$ cat src/sfd_pkg.sv
`timescale 1ns / 1ps
// ----------------------------------------------------------------------------
// Sensor frame deframer package
// Shared types, codes and constants of the sensor frame deframer.
// ----------------------------------------------------------------------------
package sfd_pkg;

  localparam int PayloadBytes = 20;
  localparam int WordCount    = PayloadBytes / 4;
  localparam int IdxW         = $clog2(PayloadBytes);
  localparam int CfgIdxW      = 2;

  localparam int OpQueueDepthDefault  = 2;
  localparam int ResQueueDepthDefault = 2;

  localparam logic [7:0] HeaderFirstReset  = 8'hAA;
  localparam logic [7:0] HeaderSecondReset = 8'h55;
  localparam logic [7:0] TailFirstReset    = 8'h55;
  localparam logic [7:0] TailSecondReset   = 8'hAA;

  typedef enum logic [CfgIdxW-1:0] {
    CFG_HEADER_FIRST  = 2'd0,
    CFG_HEADER_SECOND = 2'd1,
    CFG_TAIL_FIRST    = 2'd2,
    CFG_TAIL_SECOND   = 2'd3
  } cfg_idx_e;

  typedef enum logic [1:0] {
    OP_DATA  = 2'd0,
    OP_CSUM  = 2'd1,
    OP_TAIL1 = 2'd2,
    OP_TAIL2 = 2'd3
  } op_kind_e;

  typedef enum logic [1:0] {
    ST_GOOD     = 2'd0,
    ST_BAD_TAIL = 2'd1,
    ST_BAD_SUM  = 2'd2
  } status_e;

  typedef struct packed {
    op_kind_e        kind;
    logic [7:0]      data;
    logic [IdxW-1:0] idx;
  } op_t;

  typedef struct packed {
    logic [7:0] rx_byte;
    logic       buffer_end;
  } in_t;

  typedef struct packed {
    logic [31:0] air_temperature;
    logic [31:0] air_humidity;
    logic [31:0] soil_temperature;
    logic [31:0] soil_humidity;
    logic [31:0] light_level;
    logic [1:0]  frame_status;
  } out_t;

endpackage

$ cat src/sfd_fifo.sv
`timescale 1ns / 1ps
// ----------------------------------------------------------------------------
// Sensor frame deframer queue
// Small first-in first-out queue with registered storage and a fill count.
// ----------------------------------------------------------------------------
module sfd_fifo #(
  parameter int Width = 8,
  parameter int Depth = 2
) (
  input  logic             clk_i,
  input  logic             rst_ni,
  input  logic             push_i,
  input  logic [Width-1:0] data_i,
  output logic             full_o,
  input  logic             pop_i,
  output logic [Width-1:0] data_o,
  output logic             empty_o
);

  localparam int PtrW = (Depth > 1) ? $clog2(Depth) : 1;
  localparam int CntW = $clog2(Depth + 1);

  logic [Width-1:0] mem_q [Depth];
  logic [PtrW-1:0]  wr_ptr_q, wr_ptr_d;
  logic [PtrW-1:0]  rd_ptr_q, rd_ptr_d;
  logic [CntW-1:0]  count_q, count_d;
  logic             do_push, do_pop;

  assign full_o  = (count_q == CntW'(Depth));
  assign empty_o = (count_q == '0);
  assign do_push = push_i && !full_o;
  assign do_pop  = pop_i && !empty_o;
  assign data_o  = mem_q[rd_ptr_q];

  always_comb begin
    wr_ptr_d = wr_ptr_q;
    rd_ptr_d = rd_ptr_q;
    count_d  = count_q;
    if (do_push) begin
      wr_ptr_d = (wr_ptr_q == PtrW'(Depth - 1)) ? '0 : wr_ptr_q + 1'b1;
    end
    if (do_pop) begin
      rd_ptr_d = (rd_ptr_q == PtrW'(Depth - 1)) ? '0 : rd_ptr_q + 1'b1;
    end
    if (do_push && !do_pop) begin
      count_d = count_q + 1'b1;
    end else if (do_pop && !do_push) begin
      count_d = count_q - 1'b1;
    end
  end

  always_ff @(posedge clk_i or negedge rst_ni) begin
    if (!rst_ni) begin
      wr_ptr_q <= '0;
      rd_ptr_q <= '0;
      count_q  <= '0;
    end else begin
      wr_ptr_q <= wr_ptr_d;
      rd_ptr_q <= rd_ptr_d;
      count_q  <= count_d;
    end
  end

  always_ff @(posedge clk_i) begin
    if (do_push) begin
      mem_q[wr_ptr_q] <= data_i;
    end
  end

endmodule

$ cat src/sfd_front.sv
`timescale 1ns / 1ps
// ----------------------------------------------------------------------------
// Sensor frame deframer front end
// Hunts for the header and classifies each later byte of a frame into an op.
// ----------------------------------------------------------------------------
module sfd_front (
  input  logic              clk_i,
  input  logic              rst_ni,
  input  logic              in_take_i,
  input  sfd_pkg::in_t      in_data_i,
  input  logic [7:0]        header_first_i,
  input  logic [7:0]        header_second_i,
  output logic              op_valid_o,
  output sfd_pkg::op_t      op_o
);

  localparam logic [2:0] PH_HUNT1   = 3'd0;
  localparam logic [2:0] PH_HUNT2   = 3'd1;
  localparam logic [2:0] PH_PAYLOAD = 3'd2;
  localparam logic [2:0] PH_CSUM    = 3'd3;
  localparam logic [2:0] PH_TAIL1   = 3'd4;
  localparam logic [2:0] PH_TAIL2   = 3'd5;

  localparam int IdxW = sfd_pkg::IdxW;

  logic [2:0]      phase_q, phase_d;
  logic [IdxW-1:0] count_q, count_d;
  logic [7:0]      b;

  assign b = in_data_i.rx_byte;

  always_comb begin
    phase_d    = phase_q;
    count_d    = count_q;
    op_valid_o = 1'b0;
    op_o.kind  = sfd_pkg::OP_DATA;
    op_o.data  = b;
    op_o.idx   = count_q;
    if (in_take_i) begin
      case (phase_q)
        PH_HUNT1: begin
          if (b == header_first_i) begin
            phase_d = PH_HUNT2;
          end
        end
        PH_HUNT2: begin
          if (b == header_second_i) begin
            phase_d = PH_PAYLOAD;
            count_d = '0;
          end else if (b != header_first_i) begin
            phase_d = PH_HUNT1;
          end
        end
        PH_PAYLOAD: begin
          op_valid_o = 1'b1;
          op_o.kind  = sfd_pkg::OP_DATA;
          count_d    = count_q + 1'b1;
          if (count_q == IdxW'(sfd_pkg::PayloadBytes - 1)) begin
            phase_d = PH_CSUM;
          end
        end
        PH_CSUM: begin
          op_valid_o = 1'b1;
          op_o.kind  = sfd_pkg::OP_CSUM;
          phase_d    = PH_TAIL1;
        end
        PH_TAIL1: begin
          op_valid_o = 1'b1;
          op_o.kind  = sfd_pkg::OP_TAIL1;
          phase_d    = PH_TAIL2;
        end
        PH_TAIL2: begin
          op_valid_o = 1'b1;
          op_o.kind  = sfd_pkg::OP_TAIL2;
          phase_d    = PH_HUNT1;
          count_d    = '0;
        end
        default: begin
          phase_d = PH_HUNT1;
        end
      endcase
      if (in_data_i.buffer_end) begin
        phase_d = PH_HUNT1;
        count_d = '0;
      end
    end
  end

  always_ff @(posedge clk_i or negedge rst_ni) begin
    if (!rst_ni) begin
      phase_q <= PH_HUNT1;
      count_q <= '0;
    end else begin
      phase_q <= phase_d;
      count_q <= count_d;
    end
  end

endmodule

$ cat src/sfd_back.sv
`timescale 1ns / 1ps
// ----------------------------------------------------------------------------
// Sensor frame deframer back end
// Stores the payload, keeps the checksum and builds the result of a frame.
// ----------------------------------------------------------------------------
module sfd_back (
  input  logic              clk_i,
  input  logic              rst_ni,
  input  logic              op_valid_i,
  input  sfd_pkg::op_t      op_i,
  output logic              op_pop_o,
  input  logic [7:0]        tail_first_i,
  input  logic [7:0]        tail_second_i,
  input  logic              res_full_i,
  output logic              res_push_o,
  output sfd_pkg::out_t     res_o
);

  logic [7:0] store_q [sfd_pkg::PayloadBytes];
  logic [7:0] xor_q, xor_d;
  logic [7:0] sum_q, sum_d;
  logic       tail_ok_q, tail_ok_d;
  logic       is_tail2;
  logic [31:0] words [sfd_pkg::WordCount];

  assign is_tail2   = (op_i.kind == sfd_pkg::OP_TAIL2);
  assign op_pop_o   = op_valid_i && (!is_tail2 || !res_full_i);
  assign res_push_o = op_valid_i && is_tail2 && !res_full_i;

  always_comb begin
    for (int j = 0; j < sfd_pkg::WordCount; j++) begin
      words[j] = {store_q[4*j+3], store_q[4*j+2], store_q[4*j+1], store_q[4*j]};
    end
  end

  always_comb begin
    res_o.air_temperature  = words[0];
    res_o.air_humidity     = words[1];
    res_o.soil_temperature = words[2];
    res_o.soil_humidity    = words[3];
    res_o.light_level      = words[4];
    if (!(tail_ok_q && op_i.data == tail_second_i)) begin
      res_o.frame_status = sfd_pkg::ST_BAD_TAIL;
    end else if (xor_q != sum_q) begin
      res_o.frame_status = sfd_pkg::ST_BAD_SUM;
    end else begin
      res_o.frame_status = sfd_pkg::ST_GOOD;
    end
  end

  always_comb begin
    xor_d     = xor_q;
    sum_d     = sum_q;
    tail_ok_d = tail_ok_q;
    if (op_pop_o) begin
      case (op_i.kind)
        sfd_pkg::OP_DATA: begin
          xor_d = (op_i.idx == '0) ? op_i.data : (xor_q ^ op_i.data);
        end
        sfd_pkg::OP_CSUM: begin
          sum_d = op_i.data;
        end
        sfd_pkg::OP_TAIL1: begin
          tail_ok_d = (op_i.data == tail_first_i);
        end
        default: begin
          xor_d = '0;
        end
      endcase
    end
  end

  always_ff @(posedge clk_i or negedge rst_ni) begin
    if (!rst_ni) begin
      xor_q     <= '0;
      sum_q     <= '0;
      tail_ok_q <= 1'b0;
    end else begin
      xor_q     <= xor_d;
      sum_q     <= sum_d;
      tail_ok_q <= tail_ok_d;
    end
  end

  always_ff @(posedge clk_i) begin
    if (op_pop_o && op_i.kind == sfd_pkg::OP_DATA) begin
      store_q[op_i.idx] <= op_i.data;
    end
  end

endmodule

$ cat src/sensor_frame_deframer_unit.sv
`timescale 1ns / 1ps
// ----------------------------------------------------------------------------
// Sensor frame deframer
// Turns a received byte stream into sensor frames with a status per frame.
// ----------------------------------------------------------------------------
// Usage:
// Bytes enter through a queue-style port: a transfer happens at a clock edge
// with push high and full low. Each frame is two header bytes, twenty payload
// bytes, a checksum byte (XOR of the payload) and two tail bytes. On the last
// tail byte one result is queued: five little-endian payload words and a
// status (good, bad tail, bad checksum; the tail is checked first). A byte
// with buffer_end set sends the block back to header hunt after it.
// Results leave through a queue-style port: the oldest result shows while
// empty is low and is taken at an edge with pop high.
// One byte is taken every cycle while full is low. A result shows on the
// output ports once the op of its last tail byte has passed the op queue and
// the payload unit has queued the result; from then on it can be popped.
// When the receiver stalls, up to the result queue depth of results wait;
// then the payload unit stops at the next frame end, the op queue fills and
// full rises. Reset empties both queues, returns to header hunt and restores
// the header and tail registers to their default values.
// ----------------------------------------------------------------------------
module sensor_frame_deframer_unit #(
  parameter int OpQueueDepth  = sfd_pkg::OpQueueDepthDefault,
  parameter int ResQueueDepth = sfd_pkg::ResQueueDepthDefault
) (
  input  logic                         clk_i,
  input  logic                         rst_ni,
  input  logic                         push,
  output logic                         full,
  input  sfd_pkg::in_t                 in_data_i,
  output logic                         empty,
  input  logic                         pop,
  output sfd_pkg::out_t                out_data_o,
  input  logic                         cfg_we_i,
  input  logic [sfd_pkg::CfgIdxW-1:0]  cfg_idx_i,
  input  logic [7:0]                   cfg_wdata_i
);

  logic [7:0] header_first_q, header_second_q, tail_first_q, tail_second_q;

  logic          in_take;
  logic          op_push, op_full, op_empty, op_pop;
  sfd_pkg::op_t  op_in, op_out;
  logic          res_push, res_full;
  sfd_pkg::out_t res_in;

  always_ff @(posedge clk_i or negedge rst_ni) begin
    if (!rst_ni) begin
      header_first_q  <= sfd_pkg::HeaderFirstReset;
      header_second_q <= sfd_pkg::HeaderSecondReset;
      tail_first_q    <= sfd_pkg::TailFirstReset;
      tail_second_q   <= sfd_pkg::TailSecondReset;
    end else if (cfg_we_i) begin
      case (sfd_pkg::cfg_idx_e'(cfg_idx_i))
        sfd_pkg::CFG_HEADER_FIRST:  header_first_q  <= cfg_wdata_i;
        sfd_pkg::CFG_HEADER_SECOND: header_second_q <= cfg_wdata_i;
        sfd_pkg::CFG_TAIL_FIRST:    tail_first_q    <= cfg_wdata_i;
        sfd_pkg::CFG_TAIL_SECOND:   tail_second_q   <= cfg_wdata_i;
        default: begin
        end
      endcase
    end
  end

  assign full    = op_full;
  assign in_take = push && !op_full;

  sfd_front u_front (
    .clk_i          (clk_i),
    .rst_ni         (rst_ni),
    .in_take_i      (in_take),
    .in_data_i      (in_data_i),
    .header_first_i (header_first_q),
    .header_second_i(header_second_q),
    .op_valid_o     (op_push),
    .op_o           (op_in)
  );

  sfd_fifo #(
    .Width($bits(sfd_pkg::op_t)),
    .Depth(OpQueueDepth)
  ) u_op_queue (
    .clk_i  (clk_i),
    .rst_ni (rst_ni),
    .push_i (op_push),
    .data_i (op_in),
    .full_o (op_full),
    .pop_i  (op_pop),
    .data_o (op_out),
    .empty_o(op_empty)
  );

  sfd_back u_back (
    .clk_i        (clk_i),
    .rst_ni       (rst_ni),
    .op_valid_i   (!op_empty),
    .op_i         (op_out),
    .op_pop_o     (op_pop),
    .tail_first_i (tail_first_q),
    .tail_second_i(tail_second_q),
    .res_full_i   (res_full),
    .res_push_o   (res_push),
    .res_o        (res_in)
  );

  sfd_fifo #(
    .Width($bits(sfd_pkg::out_t)),
    .Depth(ResQueueDepth)
  ) u_res_queue (
    .clk_i  (clk_i),
    .rst_ni (rst_ni),
    .push_i (res_push),
    .data_i (res_in),
    .full_o (res_full),
    .pop_i  (pop),
    .data_o (out_data_o),
    .empty_o(empty)
  );

endmodule

$ cat config.mk
export PLATFORM = sky130hd
export DESIGN_NAME = sensor_frame_deframer_unit
export DESIGN_NICKNAME = d
export VERILOG_FILES = /design/src/sfd_pkg.sv /design/src/sfd_fifo.sv /design/src/sfd_front.sv /design/src/sfd_back.sv /design/src/sensor_frame_deframer_unit.sv
export SDC_FILE = /design/constraint.sdc
export NUM_CORES = 1
export LEC_CHECK = 0
export BUFFER_PORTS_ARGS = -buffer_cell sky130_fd_sc_hd__buf_4
export CAP_MARGIN = 15
export CORE_MARGIN = 8
export CORE_UTILIZATION = 40
export CTS_CLUSTER_SIZE = 28
export DETAILED_ROUTE_END_ITERATION = 10
export PLACE_DENSITY = 0.57
export RECOVER_POWER = 100
export SLEW_MARGIN = 20
export SYNTH_ARGS = -nofsm -noshare
export SYNTH_HDL_FRONTEND = slang
export SYNTH_SLANG_ARGS = --single-unit
$ cat constraint.sdc
create_clock -name clk_i -period 11.1 [get_ports clk_i]
set_input_delay 2.22 -clock clk_i [delete_from_list [all_inputs] [get_ports clk_i]]
set_output_delay 2.22 -clock clk_i [all_outputs]
set_load 0.02 [all_outputs]
======== Word-level counts from Yosys, hierarchy flattened ========
Memory sizes are Yosys's and may differ from the RTL's.
Index checks and enable logic that the tools add are counted.
operators by class
  multiplexer cells ....................... 31
  reduce and logical (&&, ||, !) cells .... 44
  $add $sub $neg .......................... 9
  order comparisons ....................... 0
  shifts and indexed selects .............. 0
  bitwise gates (word level) .............. 2
  div/mod/pow operators ................... 0
  multipliers ............................. 0
  equal/unequal tests ..................... 24
operators by type and width
  cell                                                                      number
  8-bit equality test                                                       4
  8-bit inequality test                                                     2
  8-bit one-hot mux with 2 select lines                                     1
  3-bit 2-to-1 mux                                                          5
  3-bit one-hot mux with 5 select lines                                     1
  5-bit one-hot mux with 3 select lines                                     1
  1-bit logical AND                                                         14
  2-bit 2-to-1 mux                                                          7
  2-bit AND reduction                                                       7
  2-bit equality test (second input constant)                               6
  1-bit 2-to-1 mux                                                          12
  5-bit 2-to-1 mux                                                          2
  1-bit logical NOT                                                         9
  3-bit by 2-bit inequality test with 1-bit output (second input constant)  3
  2-bit logical NOT                                                         4
  8-bit 2-to-1 mux                                                          1
  8-bit bitwise XOR                                                         1
  3-bit by 2-bit equality test with 1-bit output (second input constant)    2
  3-bit equality test (second input constant)                               2
  2-bit one-hot mux with 3 select lines                                     1
  5-bit by 1-bit adder with 5-bit output (second input constant)            1
  5-bit equality test (second input constant)                               1
  5-bit logical NOT                                                         1
  1-bit adder (second input constant)                                       4
  other kinds (14)                                                          18
word-level totals
  bits in read-only memories .............. 0
  bits of input ports ..................... 24
  logic and storage cells ................. 128
  output and inout bits ................... 164
  latch bits .............................. 0
  memory bits (writable) .................. 514
  memories ................................ 3
  bits in registers ....................... 65
memories
  name               words  bits a word  rd ports  clocked after memory_dff  write ports  RTL line        source
  u_res_queue.mem_q  2      162          1         0                         1            sfd_fifo.sv:23  logic [Width-1:0] mem_q [Depth];
  u_back.store_q     20     8            20        0                         1            sfd_back.sv:19  logic [7:0] store_q [sfd_pkg::PayloadBytes];
  u_op_queue.mem_q   2      15           1         0                         1            sfd_fifo.sv:23

======== Longest topological paths before layout ========
  depth in word-level cells ............... 9
  mapped depth ............................ 13
  depth with buffers taken out ............ 10

======== Hierarchy ========
A second synthesis with hierarchy kept.
second synthesis, totals
  cell total of the unflattened synthesis .. 1,062
  area total of the unflattened synthesis .. 21,698.3 um^2
by module, submodules not included
  module                      area each (um^2)  cells an instance  seq. area each (um^2)  instances
  sfd_fifo (u_res_queue)      12,159.2          523                9,829.4                1
  sfd_back                    6,150.9           309                5,230.0                1
  sfd_fifo (u_op_queue)       1,331.3           66                 1,001.0                1
  sensor_frame_deframer_unit  1,242.4           70                 820.8                  1
  sfd_front                   814.5             94                 200.2                  1

======== Least setup slack after synthesis ========
Ideal clock, no wire load.
  path kind ............................... reg-to-reg
  from .................................... reg u_op_queue.rd_ptr_q
  to ...................................... mem u_res_queue.mem_q[0][0] (netlist name), enable pin
  arrival time ............................ 8.653 ns
  buffers on the path ..................... 3
  setup time .............................. 0.705 ns
  data required time ...................... 10.395 ns
  period minus slack after synthesis ...... 9.359 ns
  slack ................................... 1.741 ns
  stages on the path, launching flop included .. 9
  path through ............................ dfrtp_1 buf_6 buf_12 clkbuf_1 mux2i_1 inv_1 ha_1 and3_1 nor2b_1
between the ends
  word-level cells in the longest chain between the ends .. 7
ends and longest elaborated chain
  what                                    RTL line        source
  from (decl)                             sfd_fifo.sv:25  logic [PtrW-1:0] rd_ptr_q, rd_ptr_d;
  from (signal assigned)                  sfd_fifo.sv:59  rd_ptr_q <= rd_ptr_d;
  memory read 2 x 15 bit                  --
  2-bit equality test                     sfd_back.sv:26  assign is_tail2 = (op_i.kind == sfd_pkg::OP_TAIL2);
  1-bit logical AND (2 in series)         sfd_back.sv:28  assign res_push_o = op_valid_i && is_tail2 && !res_full_i;
  1-bit logical AND                       sfd_fifo.sv:31  assign do_push = push_i && !full_o;
  via u_res_queue.do_push                 sfd_fifo.sv:27  logic do_push, do_pop;
  1-bit 2-to-1 mux                        sfd_fifo.sv:65  if (do_push) begin
  1-bit 2-to-1 mux (implied by the code)  sfd_fifo.sv:66  mem_q[wr_ptr_q] <= data_i;
  to (decl)                               sfd_fifo.sv:23
The timed path passes the listed nets, and every way through them passes these cells.

==> metrics <==
Setup Fix Bufs, Post-CTS 0; top cells by count, synth edfxtp_1 (514), mux2_2 (196), dfrtp_1 (49); Clock Tree Buf Depth 3; total of max-cap violations 14; most common cell in the netlist edfxtp_1; # fillers 4552; # rows 84; Max Freq 132 MHz; Antenna Nets Post-Route 0; worst ir drop on vdd 186 µV; RSZ-0062 raised after global routing false; total core area 0.0526 mm²; cts hold-fix bufs 0; EDFF count, synth 514; CP endpoint kind output port; Post-synth top flop edfxtp_1; share of cells above drive strength 1 23.4%; CTS resizes 0; post-synth top area share 72.8%; I/O Buffers 187; failing checks max-capacitance violations, max-slew violations; Slew headroom -198%; CTS root buffer clkbuf_16; CTS sink cnt 579; initial DRC count 660; global-route wire length before repair 66.9 mm; Total Routing Usage GR 14.8%; final worst path period share 68.1%; Top Ports 188; syn nets 1106; final hold vios 0; GPL Wtd Cong 0.719; initial core utilization 40.4%; Ant. Diodes 0; Final nets 1341; Seq/Total Area, Yosys 80.5%; Leak Pwr 0.00833 µW; first-pass iteration count of the detailed router 4; setup TNS 0 ps; Max Clock Skew 39.4 ps; Die Y 246 µm; Seq. cell area 0.0171 mm²; Distinct cells, synth 46; overall via count from detail_route 10000; largest fanout on the critical path 72; Yosys warnings 0; hold_sp u_back.store_q[11][2]; reg2reg end u_res_queue.mem_q[0][42]; largest net degree at the start of global routing 82; Clock Latency Late Sink 630 ps; Post-Synthesis Cells 1075; top post-synthesis cells by area edfxtp_1 (73%), mux2_2 (10%), dfrtp_1 (5.8%), dfstp_2 (2.0%), xor2_1 (1.6%); DP HPWL 27.5 mm; DRC 0; grt total ovfl 0; flop2flop setup slack 3960 ps; required time worst endpoint 8880 ps; # H-tree levels 2; antenna violations before repair 1; synthesis-to-layout area growth 16.9%; Worst Path Arrival 5340 ps; hold_ws 404 ps; Async SR Flop Fraction 11.2%; Avg Cell Area, Syn 19.7 µm²; worst r2r src u_op_queue.rd_ptr_q; HP Class reg2reg; area of the mapped netlist 0.0212 mm²; cell area power density 250 mW/mm²; final setup vio count 0; Slew @ Worst Pin 4470 ps; Slew Limit Fails 605; routed vias/inst 4.92; die area 0.0607 mm²; CTS buffer count 59; hold path cells 0; r2r worst-path depth 6; number of synthesized register bits 579; Startpoint Class register; routed length per instance 22.4 µm; Die Width 246 µm; vias in the first global route 10400; CTS tree built; final WL 45.8 mm; Min Clock Period, post-route 7560 ps; status complete, but fails checks; Worst Hold Path EP u_res_queue.mem_q[1][92]; CTS clk-pin slew, worst paths 60 ps; leading area contributor after synthesis edfxtp_1; combined area of the multi-input logic cells 0.00387 mm²; Setup Crit Path Kind reg2out
-- stage by stage --
step	area, µm²	instances	total power (µW)	setup slack, ps	utilization [%]
2_1_floorplan	21200	1075	3840	1740	-
3_3_place_gp	23500	1937	4490	6740	44.7
3_5_place_dp	23500	1937	4510	6850	44.7
4_1_cts	25300	2043	6430	6160	48.2
5_1_grt	24800	2043	6500	3050	47.2
6_report	24800	2043	6210	3540	47.2
-- where the power goes --
part | switching (µW) | internal [µW] | total [µW]
clock network | 803 | 1100 | 1910
logic | 962 | 541 | 1500
registers | 107 | 2690 | 2800
-- layer usage --
metal	global-route usage (%)	up-vias	wire length, µm	share of wire [%]
li1	-	4600	-	-
met1	19.8	5147	20100	44
met2	24.2	235	22300	49
met3	3.14	60	2290	5.0
met4	4.19	0	1030	2.2
met5	0	-	0	0
-- cell families (layout without fill, tap and decap cells) --
logic type      after synthesis  in the layout  synth area share, %
flops                       579            579                 80.5
mux                         207            207                 11.1
simple gates                131            131                 3.18
xor+xnor                     59             59                 2.44
compound gates               48             48                 1.35
buf+inv                      44            324                0.973
fa+ha+maj                     7              7                0.413
-- how the worst max path moves through the flow --
stage	start	end	slack [ps]
final	u_res_queue.rd_ptr_q	out_data_o[72]	3540
after global routing	u_res_queue.rd_ptr_q	out_data_o[72]	3050
after CTS	u_res_queue.rd_ptr_q	out_data_o[127]	6160
after detailed placement	u_res_queue.rd_ptr_q	out_data_o[127]	6850
after global placement	u_res_queue.rd_ptr_q	out_data_o[93]	6740
after floorplan	u_op_queue.rd_ptr_q	u_res_queue.mem_q[0][0]	1740
-- area by class of cell --
type / count / area share (%)
tap: 688 / 3.47
timing repair buffer: 203 / 4.31
clock buffer: 79 / 6.29
sequential: 579 / 68.9
inverter: 15 / 0.227
clock inverter: 27 / 1.22
multi-input combinational: 452 / 15.6
-- sequential cells by signal (all words and copies together) (netlist names), 8 cells and up --
| name | count |
|---|---|
| u_op_queue.mem_q | 30 |
| u_back.store_q | 160 |
| header_second_q | 8 |
| u_res_queue.mem_q | 324 |
| header_first_q | 8 |
| u_back.sum_q | 8 |
| tail_second_q | 8 |
| tail_first_q | 8 |
| u_back.xor_q | 8 |
-- critical path: stages, from the launching register on --
cell and delay, ps:
dfrtp_1 680, clkbuf_1 3060, mux2_2 600, clkbuf_1 280
-- cells in the final DEF (no fill, tap or decap), types with 7 or more instances in the layout --
cell / instances
mux2_1: 57
clkinv_1: 9
xnor2_1: 20
xor2_1: 39
inv_1: 14
a21oi_1: 10
nand2_1: 37
nand3_1: 8
ha_1: 7
edfxtp_1: 514
mux2i_1: 11
nor4_1: 10
buf_4: 79
clkinv_2: 7
dfstp_2: 16
clkbuf_1: 141
o21ai_0: 24
mux2_2: 139
clkbuf_16: 59
nor2_1: 31
dfrtp_1: 49
nor4b_1: 8
No activity file was read; power rests on OpenSTA's default activity.
